--- config.mk ---
export PLATFORM = sky130hd
export DESIGN_NAME = terminal_line_assembler
export DESIGN_NICKNAME = d
export VERILOG_FILES = /design/src/rtl/tla_pkg.sv /design/src/rtl/terminal_line_assembler.sv /design/src/rtl/tla_store.sv /design/src/rtl/tla_regs.sv /design/src/rtl/tla_ctrl.sv
export VERILOG_INCLUDE_DIRS = /design/src /design/src/rtl
export SDC_FILE = /design/constraint.sdc
export NUM_CORES = 2
export LEC_CHECK = 0
export ABC_AREA = 1
export ABC_CLOCK_PERIOD_IN_PS = 13100
export BUFFER_PORTS_ARGS = -buffer_cell sky130_fd_sc_hd__buf_2
export CAP_MARGIN = 20
export CORE_ASPECT_RATIO = 0.75
export CORE_MARGIN = 4
export CORE_UTILIZATION = 55
export DETAILED_ROUTE_END_ITERATION = 10
export PLACE_DENSITY = 0.81
export SLEW_MARGIN = 20
export SYNTH_ARGS = -nofsm -noshare
export SYNTH_HDL_FRONTEND = slang
export SYNTH_SLANG_ARGS = --single-unit
--- constraint.sdc ---
create_clock -name clk -period 13.1 [get_ports clk]
set_input_delay 2.62 -clock clk [delete_from_list [all_inputs] [get_ports clk]]
set_output_delay 2.62 -clock clk [all_outputs]
set_load 0.01 [all_outputs]
--- src/rtl/terminal_line_assembler_defines.svh ---
// Assertion macros used by the line assembler control RTL.
`ifndef TERMINAL_LINE_ASSEMBLER_DEFINES_SVH
`define TERMINAL_LINE_ASSEMBLER_DEFINES_SVH

// Same-cycle implication, disabled while reset is asserted.
`define TLA_ASSERT_NOW(label, clk, rst_n, ante, cons) \
    label: assert property (@(posedge clk) disable iff (!rst_n) (ante) |-> (cons)) \
        else $error("line assembler check failed");

// Next-cycle implication, disabled while reset is asserted.
`define TLA_ASSERT_NEXT(label, clk, rst_n, ante, cons) \
    label: assert property (@(posedge clk) disable iff (!rst_n) (ante) |=> (cons)) \
        else $error("line assembler check failed");

`endif

--- src/rtl/tla_pkg.sv ---
// Shared types and constants of the terminal line assembler.
`default_nettype none

package tla_pkg;

    localparam int LINE_CAPACITY_DEF = 256;

    localparam int APB_ADDR_W = 3;
    localparam int APB_DATA_W = 32;

    localparam logic REG_ECHO_ENABLE = 1'b0;
    localparam logic REG_ECHO_HIDDEN = 1'b1;

    localparam logic CMD_RECEIVE = 1'b0;
    localparam logic CMD_READ    = 1'b1;

    localparam logic [1:0] KIND_ECHO = 2'd0;
    localparam logic [1:0] KIND_LINE = 2'd1;
    localparam logic [1:0] KIND_READ = 2'd2;

    localparam logic [7:0] BS_CODE    = 8'd8;
    localparam logic [7:0] DEL_CODE   = 8'd127;
    localparam logic [7:0] SPACE_CODE = 8'd32;
    localparam logic [7:0] NL_CODE    = 8'd10;

    typedef struct packed {
        logic       cmd;
        logic [7:0] data_byte;
        logic [7:0] read_index;
    } req_item_t;

    typedef struct packed {
        logic [1:0] kind;
        logic [7:0] value;
        logic [7:0] line_length;
        logic       last;
    } rsp_item_t;

    typedef struct packed {
        logic echo_enable;
        logic echo_hidden;
    } cfg_t;

endpackage

`default_nettype wire

--- src/rtl/terminal_line_assembler.sv ---
// Top level of the terminal line assembler: registers, control and line store.
//
// Usage:
//   The req channel carries one beat per command: cmd receive takes
//   data_byte, cmd read returns the stored byte at read_index. The rsp
//   channel returns results in order; last marks the final result of a beat.
//   A delete echoes backspace, space, backspace; a control byte or a full
//   line ends the line with an optional newline echo and a line report.
// Flow:
//   The first result of a beat passes through the sequencing stage and
//   then the output register.
//   One beat with at most one result enters every cycle while rsp_ready
//   is high; a beat with more results holds the sequencing stage until its
//   last one is emitted. A line that ends on a full store blocks the next
//   beat while its terminating zero goes through the single store write port.
// Reset:
//   rst_n clears the write position, the sequencing stage and the output
//   register; echo is on and not hidden. The line store is not cleared.
// Stall:
//   While rsp_ready is low the output register holds its beat, the
//   sequencing stage holds the next result, and req_ready drops once that
//   stage is full.
`default_nettype none

module terminal_line_assembler #(
    parameter int LINE_CAPACITY = tla_pkg::LINE_CAPACITY_DEF
) (
    input  wire logic                            clk,
    input  wire logic                            rst_n,
    input  wire logic                            req_valid,
    output      logic                            req_ready,
    input  wire tla_pkg::req_item_t              req,
    output      logic                            rsp_valid,
    input  wire logic                            rsp_ready,
    output      tla_pkg::rsp_item_t              rsp,
    input  wire logic                            psel,
    input  wire logic                            penable,
    input  wire logic                            pwrite,
    input  wire logic [tla_pkg::APB_ADDR_W-1:0]  paddr,
    input  wire logic [tla_pkg::APB_DATA_W-1:0]  pwdata,
    output      logic [tla_pkg::APB_DATA_W-1:0]  prdata,
    output      logic                            pready
);
    import tla_pkg::*;

    localparam int PW = $clog2(LINE_CAPACITY);

    cfg_t          cfg;
    logic          mem_we;
    logic [PW-1:0] mem_waddr;
    logic [7:0]    mem_wdata;
    logic          mem_re;
    logic [PW-1:0] mem_raddr;
    logic [7:0]    mem_rdata;

    // Configuration registers: the user writes them only while the block is idle; the block does not enforce this.
    tla_regs u_regs (
        .clk     (clk),
        .rst_n   (rst_n),
        .psel    (psel),
        .penable (penable),
        .pwrite  (pwrite),
        .paddr   (paddr),
        .pwdata  (pwdata),
        .prdata  (prdata),
        .pready  (pready),
        .cfg     (cfg)
    );

    // Decode beats, update the position, sequence results into the output register.
    tla_ctrl #(
        .LINE_CAPACITY (LINE_CAPACITY)
    ) u_ctrl (
        .clk       (clk),
        .rst_n     (rst_n),
        .cfg       (cfg),
        .req_valid (req_valid),
        .req_ready (req_ready),
        .req       (req),
        .rsp_valid (rsp_valid),
        .rsp_ready (rsp_ready),
        .rsp       (rsp),
        .mem_we    (mem_we),
        .mem_waddr (mem_waddr),
        .mem_wdata (mem_wdata),
        .mem_re    (mem_re),
        .mem_raddr (mem_raddr),
        .mem_rdata (mem_rdata)
    );

    // Line store; reads and writes never share a cycle, so no forwarding path.
    tla_store #(
        .LINE_CAPACITY (LINE_CAPACITY)
    ) u_store (
        .clk   (clk),
        .we    (mem_we),
        .waddr (mem_waddr),
        .wdata (mem_wdata),
        .re    (mem_re),
        .raddr (mem_raddr),
        .rdata (mem_rdata)
    );

endmodule

`default_nettype wire

--- src/rtl/tla_store.sv ---
// Line store: one write port, one read port with registered read data.
`default_nettype none

module tla_store #(
    parameter int LINE_CAPACITY = tla_pkg::LINE_CAPACITY_DEF
) (
    input  wire logic                             clk,
    input  wire logic                             we,
    input  wire logic [$clog2(LINE_CAPACITY)-1:0] waddr,
    input  wire logic [7:0]                       wdata,
    input  wire logic                             re,
    input  wire logic [$clog2(LINE_CAPACITY)-1:0] raddr,
    output      logic [7:0]                       rdata
);
    import tla_pkg::*;

    logic [7:0] mem [LINE_CAPACITY];
    logic [7:0] rdata_reg;

    always_ff @(posedge clk)
    begin
        if (we)
        begin
            mem[waddr] <= wdata;
        end
    end

    // Hold read data until the next read.
    always_ff @(posedge clk)
    begin
        if (re)
        begin
            rdata_reg <= mem[raddr];
        end
    end

    assign rdata = rdata_reg;

endmodule

`default_nettype wire

--- src/rtl/tla_regs.sv ---
// APB configuration registers: echo enable and hidden echo.
`default_nettype none

module tla_regs (
    input  wire logic                                clk,
    input  wire logic                                rst_n,
    input  wire logic                                psel,
    input  wire logic                                penable,
    input  wire logic                                pwrite,
    input  wire logic [tla_pkg::APB_ADDR_W-1:0]      paddr,
    input  wire logic [tla_pkg::APB_DATA_W-1:0]      pwdata,
    output      logic [tla_pkg::APB_DATA_W-1:0]      prdata,
    output      logic                                pready,
    output      tla_pkg::cfg_t                       cfg
);
    import tla_pkg::*;

    logic echo_enable_reg;
    logic echo_hidden_reg;
    logic wr_en;
    logic sel_reg_bit;

    assign wr_en       = psel && penable && pwrite;
    assign sel_reg_bit = paddr[2];
    assign pready      = 1'b1;

    always_ff @(posedge clk or negedge rst_n)
    begin
        if (!rst_n)
        begin
            echo_enable_reg <= 1'b1;
            echo_hidden_reg <= 1'b0;
        end
        else if (wr_en)
        begin
            unique case (sel_reg_bit)
                REG_ECHO_ENABLE: echo_enable_reg <= pwdata[0];
                REG_ECHO_HIDDEN: echo_hidden_reg <= pwdata[0];
                default:         echo_enable_reg <= echo_enable_reg;
            endcase
        end
    end

    always_comb
    begin
        prdata = '0;
        unique case (sel_reg_bit)
            REG_ECHO_ENABLE: prdata[0] = echo_enable_reg;
            REG_ECHO_HIDDEN: prdata[0] = echo_hidden_reg;
            default:         prdata    = '0;
        endcase
    end

    assign cfg.echo_enable = echo_enable_reg;
    assign cfg.echo_hidden = echo_hidden_reg;

endmodule

`default_nettype wire

--- src/rtl/tla_ctrl.sv ---
// Line editing control: decode, store update, result sequencing, output register.
`default_nettype none
`include "terminal_line_assembler_defines.svh"

module tla_ctrl #(
    parameter int LINE_CAPACITY = tla_pkg::LINE_CAPACITY_DEF
) (
    input  wire logic                             clk,
    input  wire logic                             rst_n,
    input  wire tla_pkg::cfg_t                    cfg,
    input  wire logic                             req_valid,
    output      logic                             req_ready,
    input  wire tla_pkg::req_item_t               req,
    output      logic                             rsp_valid,
    input  wire logic                             rsp_ready,
    output      tla_pkg::rsp_item_t               rsp,
    output      logic                             mem_we,
    output      logic [$clog2(LINE_CAPACITY)-1:0] mem_waddr,
    output      logic [7:0]                       mem_wdata,
    output      logic                             mem_re,
    output      logic [$clog2(LINE_CAPACITY)-1:0] mem_raddr,
    input  wire logic [7:0]                       mem_rdata
);
    import tla_pkg::*;

    localparam int PW = $clog2(LINE_CAPACITY);
    localparam int AW = (PW > 8) ? PW : 8;

    // Result groups held in the sequencing stage.
    localparam logic [1:0] GRP_READ = 2'd0;
    localparam logic [1:0] GRP_DEL  = 2'd1;
    localparam logic [1:0] GRP_ECHO = 2'd2;
    localparam logic [1:0] GRP_LINE = 2'd3;

    logic [PW-1:0] pos_reg, pos_next;
    logic          zw_pending_reg, zw_pending_next;
    logic [PW-1:0] zw_addr_reg;

    logic          s1_valid_reg;
    logic [1:0]    s1_grp_reg;
    logic [7:0]    s1_val_reg;
    logic [7:0]    s1_len_reg;
    logic          s1_echo_reg;
    logic          s1_inrange_reg;
    logic [1:0]    s1_cur_reg;

    logic          rsp_valid_reg;
    rsp_item_t     rsp_reg;

    logic          accept;
    logic          is_read, is_del, is_ctl, is_full;
    logic [PW-1:0] pos_plus1;
    logic [AW-1:0] pos_ext, pos1_ext, ridx_ext;
    logic          ridx_inrange;

    logic          load_grp;
    logic [1:0]    grp_new;
    logic [7:0]    val_new;
    logic [7:0]    len_new;

    logic          emit;
    logic          s1_done;
    rsp_item_t     cur_item;

    assign accept    = req_valid && req_ready;
    assign is_read   = (req.cmd == CMD_READ);
    assign is_del    = (req.data_byte == BS_CODE) || (req.data_byte == DEL_CODE);
    assign is_ctl    = (req.data_byte < SPACE_CODE) && !is_del;
    assign is_full   = (32'(pos_reg) + 32'd2) == 32'(LINE_CAPACITY);
    assign pos_plus1 = pos_reg + PW'(1);
    assign pos_ext   = AW'(pos_reg);
    assign pos1_ext  = AW'(pos_plus1);
    assign ridx_ext  = AW'(req.read_index);
    assign ridx_inrange = 32'(req.read_index) < 32'(LINE_CAPACITY);

    assign mem_raddr = ridx_ext[PW-1:0];

    // Decode the accepted beat into a store update and a result group.
    always_comb
    begin
        pos_next        = pos_reg;
        zw_pending_next = 1'b0;
        mem_we          = 1'b0;
        mem_waddr       = pos_reg;
        mem_wdata       = req.data_byte;
        mem_re          = 1'b0;
        load_grp        = 1'b0;
        grp_new         = GRP_READ;
        val_new         = req.data_byte;
        len_new         = 8'd0;

        if (zw_pending_reg)
        begin
            // Second write of a full line: terminating zero after the last byte.
            mem_we    = 1'b1;
            mem_waddr = zw_addr_reg;
            mem_wdata = 8'd0;
        end
        else if (accept)
        begin
            if (is_read)
            begin
                mem_re   = 1'b1;
                load_grp = 1'b1;
                grp_new  = GRP_READ;
            end
            else if (is_del)
            begin
                if (pos_reg != '0)
                begin
                    pos_next = pos_reg - PW'(1);
                    load_grp = cfg.echo_enable;
                    grp_new  = GRP_DEL;
                end
            end
            else if (is_ctl)
            begin
                mem_we    = 1'b1;
                mem_wdata = 8'd0;
                pos_next  = '0;
                load_grp  = 1'b1;
                grp_new   = GRP_LINE;
                len_new   = pos_ext[7:0];
            end
            else
            begin
                mem_we = 1'b1;
                if (is_full)
                begin
                    zw_pending_next = 1'b1;
                    pos_next        = '0;
                    load_grp        = 1'b1;
                    grp_new         = GRP_LINE;
                    val_new         = 8'd0;
                    len_new         = pos1_ext[7:0];
                end
                else
                begin
                    pos_next = pos_plus1;
                    load_grp = cfg.echo_enable && !cfg.echo_hidden;
                    grp_new  = GRP_ECHO;
                end
            end
        end
    end

    // Current result of the held group.
    always_comb
    begin
        cur_item = '0;
        unique case (s1_grp_reg)
            GRP_READ:
            begin
                cur_item.kind  = KIND_READ;
                cur_item.value = s1_inrange_reg ? mem_rdata : 8'd0;
                cur_item.last  = 1'b1;
            end
            GRP_DEL:
            begin
                cur_item.kind  = KIND_ECHO;
                cur_item.value = (s1_cur_reg == 2'd1) ? SPACE_CODE : BS_CODE;
                cur_item.last  = (s1_cur_reg == 2'd2);
            end
            GRP_ECHO:
            begin
                cur_item.kind  = KIND_ECHO;
                cur_item.value = s1_val_reg;
                cur_item.last  = 1'b1;
            end
            GRP_LINE:
            begin
                if (s1_echo_reg && (s1_cur_reg == 2'd0))
                begin
                    cur_item.kind  = KIND_ECHO;
                    cur_item.value = NL_CODE;
                end
                else
                begin
                    cur_item.kind        = KIND_LINE;
                    cur_item.value       = s1_val_reg;
                    cur_item.line_length = s1_len_reg;
                    cur_item.last        = 1'b1;
                end
            end
            default: cur_item = '0;
        endcase
    end

    assign emit      = s1_valid_reg && (!rsp_valid_reg || rsp_ready);
    assign s1_done   = emit && cur_item.last;
    assign req_ready = !zw_pending_reg && (!s1_valid_reg || s1_done);

    always_ff @(posedge clk or negedge rst_n)
    begin
        if (!rst_n)
        begin
            pos_reg        <= '0;
            zw_pending_reg <= 1'b0;
            s1_valid_reg   <= 1'b0;
            s1_cur_reg     <= 2'd0;
            rsp_valid_reg  <= 1'b0;
        end
        else
        begin
            pos_reg        <= pos_next;
            zw_pending_reg <= zw_pending_next;

            if (load_grp)
            begin
                s1_valid_reg <= 1'b1;
                s1_cur_reg   <= 2'd0;
            end
            else if (s1_done)
            begin
                s1_valid_reg <= 1'b0;
            end
            else if (emit)
            begin
                s1_cur_reg <= s1_cur_reg + 2'd1;
            end

            if (emit)
            begin
                rsp_valid_reg <= 1'b1;
            end
            else if (rsp_ready)
            begin
                rsp_valid_reg <= 1'b0;
            end
        end
    end

    always_ff @(posedge clk)
    begin
        if (accept)
        begin
            zw_addr_reg <= pos_plus1;
        end
        if (load_grp)
        begin
            s1_grp_reg     <= grp_new;
            s1_val_reg     <= val_new;
            s1_len_reg     <= len_new;
            s1_echo_reg    <= cfg.echo_enable;
            s1_inrange_reg <= ridx_inrange;
        end
        if (emit)
        begin
            rsp_reg <= cur_item;
        end
    end

    assign rsp_valid = rsp_valid_reg;
    assign rsp       = rsp_reg;

    `TLA_ASSERT_NOW(a_zero_write_blocks_input, clk, rst_n, zw_pending_reg, !req_ready)
    `TLA_ASSERT_NOW(a_position_bound, clk, rst_n, 1'b1, (32'(pos_reg) + 32'd2) <= 32'(LINE_CAPACITY))
    `TLA_ASSERT_NEXT(a_full_line_zero_write, clk, rst_n, accept && !is_read && !is_del && !is_ctl && is_full, zw_pending_reg && (pos_reg == '0))
    `TLA_ASSERT_NOW(a_load_only_when_free, clk, rst_n, load_grp, !s1_valid_reg || s1_done)

endmodule

`default_nettype wire

; ---- Word level (Yosys, flattened, before mapping)
; Memories as Yosys holds them, arrays and structs flattened. A register that Yosys moved wholly into a read port is not among the register bits.
; Cells that the tools add are included.
[totals]
regBits = 61
latchBits = 0
ramBits = 2048
mem_bits_ro = 0
in_bits = 59
out_inout_bits = 54
elab_cells = 125
n_memories = 1
[op_classes]
n_addsub = 4
mul = 0
n_div = 0
n_lt_le_gt_ge = 1
n_eq_ne = 10
shift = 0
muxes = 57
bitwise = 5
n_reduce_logical = 31
[mem_list]
columns = memory, words, width, rd, rd_clocked_by_memory_dff, wr, line
row1 = u_store.mem, 256, 8, 1, 1, 1, tla_store.sv:17  ; logic [7:0] mem [LINE_CAPACITY];
[op_table]
columns = operator, count
row1 = $mux W8, 18
row2 = $pmux W10 S4, 1
row3 = $eq A32 B9 Y1 const B, 1
row4 = $mux W1, 29
row5 = $mux W2, 5
row6 = $add A8 B2 Y9 const B, 1
row7 = $logic_and A1 B1 Y1, 9
row8 = $mux W9, 1
row9 = $add A8 B1 Y8 const B, 1
row10 = $eq A8 B4 Y1 const B, 1
row11 = $eq A8 B7 Y1 const B, 1
row12 = $lt A8 B6 Y1 const B, 1
row13 = $reduce_bool A8 Y1, 1
row14 = $sub A8 B1 Y8 const B, 1
row15 = $eq A2 B2 Y1 const B, 3
row16 = $mux W6, 1
row17 = $reduce_and A2 Y1, 3
row18 = $reduce_bool A2 Y1, 3
row19 = $logic_not A1 Y1, 5
row20 = $not A1 Y1, 5
row21 = $eq A2 B1 Y1 const B, 2
row22 = $logic_not A2 Y1, 2
row23 = $reduce_and A4 Y1, 1
row24 = $reduce_or A2 Y1, 2
row25 = other kinds (8), 10

; ---- Logic depth before layout (Yosys ltp)
[logic_depth]
word_depth = 12
ltp_mapped = 15

; ---- By module
; A second synthesis with hierarchy kept.
[unflattened]
hier_cells = 7453
hier_area_um2 = 87268.7
[modules_own_cells]
columns = mod, n_inst, cells_per_inst, area_each_um2, seq_area_each_um2
row1 = tla_store, 1, 7003, 83476.3, 61739.2
row2 = tla_ctrl, 1, 397, 3412.0, 1706.6
row3 = tla_regs, 1, 53, 380.4, 51.3

; ---- Worst setup path after synthesis
; OpenSTA, ideal clock, no wires.
[synth_timing]
path_type = input to register
startpoint = input req[9] (netlist name)
endpoint = memory u_store.mem[0][0] (data pin)
setup_ns = 1.393
t_arrival_ns = 9.685
t_required_ns = 11.707
path_slack_ns = 2.022
stages = 8
cell_sequence = nor4_1 -> nand4_1 -> nand2_2 -> inv_1 -> nand2_2 -> buf_2 -> o21ai_0 -> nor2_1
[synth_between]
elab_chain_cells = 9
[synth_lines]
columns = element, line
row1 = "start, declared", terminal_line_assembler.sv:32  ; input wire tla_pkg::req_item_t req,
row2 = branches (longest 5 deep; another with $lt A8 B6 Y1), -
row3 = $mux W8 (*), tla_ctrl.sv:107  ; else if (is_del)
row4 = $mux W8 (*), tla_ctrl.sv:101  ; if (is_read)
row5 = $mux W8 (*), tla_ctrl.sv:99  ; else if (accept)
row6 = $mux W8 (*), tla_ctrl.sv:92  ; if (zw_pending_reg)
row7 = named net mem_wdata[0], terminal_line_assembler.sv:51  ; logic [7:0] mem_wdata;
row8 = "end, declared", tla_store.sv:17
; Mark *: on every way through the listed nets, which the timed path passes.

==> out/qor.txt <==
======================================================================================================
Max Clock Freq                                                                                 156 MHz
Post-synthesis instance total                                                                     7359
Worst slack, placed                                                                            6.22 ns
Initial antenna violation count                                                                      6
Area growth from synthesis to layout                                                             8.05%
Layout filler cell count                                                                         11300
Predominant post-synthesis flop cell                                                          edfxtp_1
Register area share after synthesis                                                              73.2%
Average size of a mapped cell                                                                 11.8 um2
Critical path's largest stage delay                                                            0.91 ns
Yosys top cell area share                                                                        72.8%
Number of flops mapped to enable cells by yosys                                                   2102
Core region area                                                                            156000 um2
DRC violation count after routing                                                                    0
Later-pin clock latency in the skew report                                                     0.82 ns
Setup TNS                                                                                         0 ns
Total count of max-transition violations in the final report                                         0
Type of the worst min-delay path                                                          flop to flop
Antenna Nets Post-Route                                                                              0
Vias/cell                                                                                         6.24
Setup Viol. Count Final                                                                              0
Critical path capture point type                                                                  flop
Effective utilization at floorplan                                                               55.7%
Multi-input gate area in the final layout                                                    20700 um2
Ordered cell list for the critical path                                                   buf_8, inv_8, buf_4, buf_12, nand2_1, nand3_1, nand3_1, nand3_1, nand3_1, nand3_1, nand3_1, nand2_1, nand2_1, nand2_1
Power per cell area                                                                         151 nW/um2
Clock root buffer                                                                            clkbuf_16
Gp weighted congestion                                                                           0.913
Pre-Repair DR Iteration Count                                                                        8
Tot Pwr                                                                                        14.1 mW
Number of placed I/O pins                                                                          113
Via count of the first global-routing pass                                                       55000
Count of synthesis-stage warnings from yosys                                                         0
Cell with the most instances after synthesis                                                   nand2_1
Clock Tree Buf Depth                                                                                 3
Pin count of the biggest net entering global routing                                               229
Standard cell with the maximum stage delay on the critical path                                  buf_4
Post-CTS setup buffer count                                                                          0
Gr usage total                                                                                   26.4%
Hold violation count in the final report                                                             0
Num CTS Buffers                                                                                    181
Fraction of layout instances using a drive strength above 1                                      5.49%
Post-cts gate resize count                                                                           0
PortBufs                                                                                            47
Transition time at the pin with the least slew margin                                          1.17 ns
Outcome                                                                                   complete, no violations
Maximum fanout count along the critical path                                                       207
Routed wire length per instance                                                                23.8 um
Area of the mapped netlist                                                                   86800 um2
Grt ovf                                                                                              0
Cell accounting for the most synthesized area                                                 edfxtp_1
Number of nets in the layout                                                                      7215
Die Span Y                                                                                      352 um
Sum of routed wire length over all layers                                                       224 mm
Least setup slack across all paths after layout                                                6.69 ns
WP data required                                                                              13.75 ns
Cell types with the largest area share after synthesis                                    edfxtp_1 73%, nand3_1 12%, nand2_1 9.4%, nor2_1 1.3%, buf_2 1.0%
Post-synthesis sequential element count                                                           2117
Total half-perimeter wirelength after legalization and detailed placement                       118 mm
Delay-heaviest family, CP                                                                 buffers and inverters
Startpoint-to-endpoint class of the critical path                                         input pin to flop
Commonest cells in the netlist                                                            2172 x nand2_1, 2102 x edfxtp_1, 2029 x nand3_1, 307 x nor2_1, 225 x clkbuf_1
Max_slew headroom                                                                                22.2%
Cell repeated most along the worst path                                                        nand3_1
Number of violations of the max-capacitance limit                                                    0
Number of flip-flops under the largest register name                                              2048
Clock transition at the register clock pins on the worst setup and hold paths after CTS        0.06 ns
Area of the die                                                                             164000 um2
Kind of start point of the critical path                                                     input pin
Total leakage power                                                                            32.5 nW
Worst slack on hold paths                                                                     0.509 ns
Worst-case clock skew                                                                        0.0344 ns
Routed via count                                                                                 58600
Data arrival time of the critical path                                                         7.06 ns
Tcrit/Tclk final                                                                                 48.9%
CP bufs+invs                                                                                         4
CTS tree                                                                                         built
Unrepaired setup endpoints after global routing                                                     no
Post-layout min period                                                                         6.41 ns
Number of clock sinks                                                                             2117
Synth cell types                                                                                    43
Hold buffer count at CTS                                                                             0
Number of DRC violations after detailed-routing iteration 0                                       9910
Share of synthesized flip-flops with an asynchronous set or reset                               0.709%
First-pass GRT wire length                                                                      333 mm
Die Span X                                                                                      467 um
Sequential cell area in the final layout                                                     63500 um2
Level count of the clock H-tree                                                                      4
Maximum VDD drop                                                                                140 uV
Num rows                                                                                           125
======================================================================================================
[final timing paths]
kind	cells past startpoint	endpoint	from	slack (ns)
setup reg to reg	13	u_store.mem[242][6]$_DFFE_PP_	u_ctrl.s1_cur_reg[0]$_DFFE_PN0P_	8.69
hold / removal	2	u_ctrl.rsp_valid$_DFFE_PN0P_	u_ctrl.rsp_valid$_DFFE_PN0P_	0.51
max in group asynchronous	1	u_regs.echo_enable_reg$_DFFE_PN1P_	rst_n	11.02
hold reg to reg	2	u_ctrl.rsp_valid$_DFFE_PN0P_	u_ctrl.rsp_valid$_DFFE_PN0P_	0.51
min in group asynchronous	1	u_ctrl.pos_ext[7]$_DFFE_PN0P_	rst_n	1.75
setup / recovery	14	u_store.rdata[7]$_DFFE_PP_	req[0]	6.69
[cell usage in the layout, fill, tap and decap left out, types with 6 or more instances in the layout]
cell / count
nand2_1: 2172
clkinv_1: 44
xor2_1: 10
or2_1: 6
ha_1: 9
dfrtp_1: 14
nor3_1: 6
clkbuf_16: 188
nand4_4: 6
nand2_4: 9
nand3_1: 2029
inv_2: 8
buf_12: 16
inv_6: 8
a21oi_1: 10
buf_4: 34
bufinv_16: 12
clkinv_2: 25
nor2_4: 8
nor2_1: 299
inv_1: 66
o21ai_0: 21
o21ai_2: 9
conb_1: 32
buf_2: 43
nand4_1: 6
clkbuf_1: 40
edfxtp_1: 2102
[kinds of logic (layout without fill, tap and decap cells)]
| logic type | after synthesis | in the layout | synth area share [%] |
|---|---|---|---|
| AND/OR/NAND/NOR | 4561 | 4561 | 23.0 |
| other | 2 | 37 | 0.00866 |
| buffers and inverters | 603 | 501 | 3.12 |
| XOR/XNOR | 10 | 10 | 0.101 |
| multiplexers | 1 | 1 | 0.0130 |
| AO/OA/AOI/OAI | 56 | 56 | 0.410 |
| flip-flops | 2117 | 2117 | 73.2 |
| adder cells (fa/ha/maj) | 9 | 9 | 0.130 |
[metrics by stage]
| step | std cells | utilization (%) | instance area, um2 |
|---|---|---|---|
| 3_5_place_dp | 9056 | 56.5 | 88000 |
| 5_1_grt | 9383 | 60.2 | 93700 |
| 6_report | 9387 | 60.2 | 93700 |
| 3_3_place_gp | 9055 | 56.5 | 88000 |
| 2_1_floorplan | 7389 | - | 86900 |
| 4_1_cts | 9379 | 60.1 | 93600 |
[worst register-to-register path: stages, from the launching register on]
cell and delay (ns):
dfrtp_1 0.39, inv_1 0.08, ha_1 0.19, nand2_1 0.08
inv_1 0.06, nand3_2 0.08, o21ai_2 0.09, o21ai_2 0.23
nand3_2 0.13, nor2_2 0.18, nand2_2 0.21, nand2_8 0.29
nand4_4 0.90, nor2_1 1.13
[power breakdown]
part | switching [mW] | internal (mW) | total (mW)
logic | 0.987 | 0.272 | 1.26
registers | 0.0502 | 7.55 | 7.60
clock network | 2.40 | 2.86 | 5.26
total | 3.44 | 10.7 | 14.1
[area by class of cell]
type	instances	area share [%]
antenna	5	0.0133
sequential	2117	67.7
tap	2095	2.80
clock buffer	228	5.18
clock inverter	95	0.860
timing repair buffer	98	0.949
multi-input combinational	4669	22.1
inverter	80	0.352
[per-layer routing]
layer	global-route usage (%)	part of all wire, %
met1	37.0	37
met2	39.2	45
met3	8.08	14
met4	9.94	3.6
met5	0.350	0.011
Note: power is estimated with default switching activity, not from simulation.
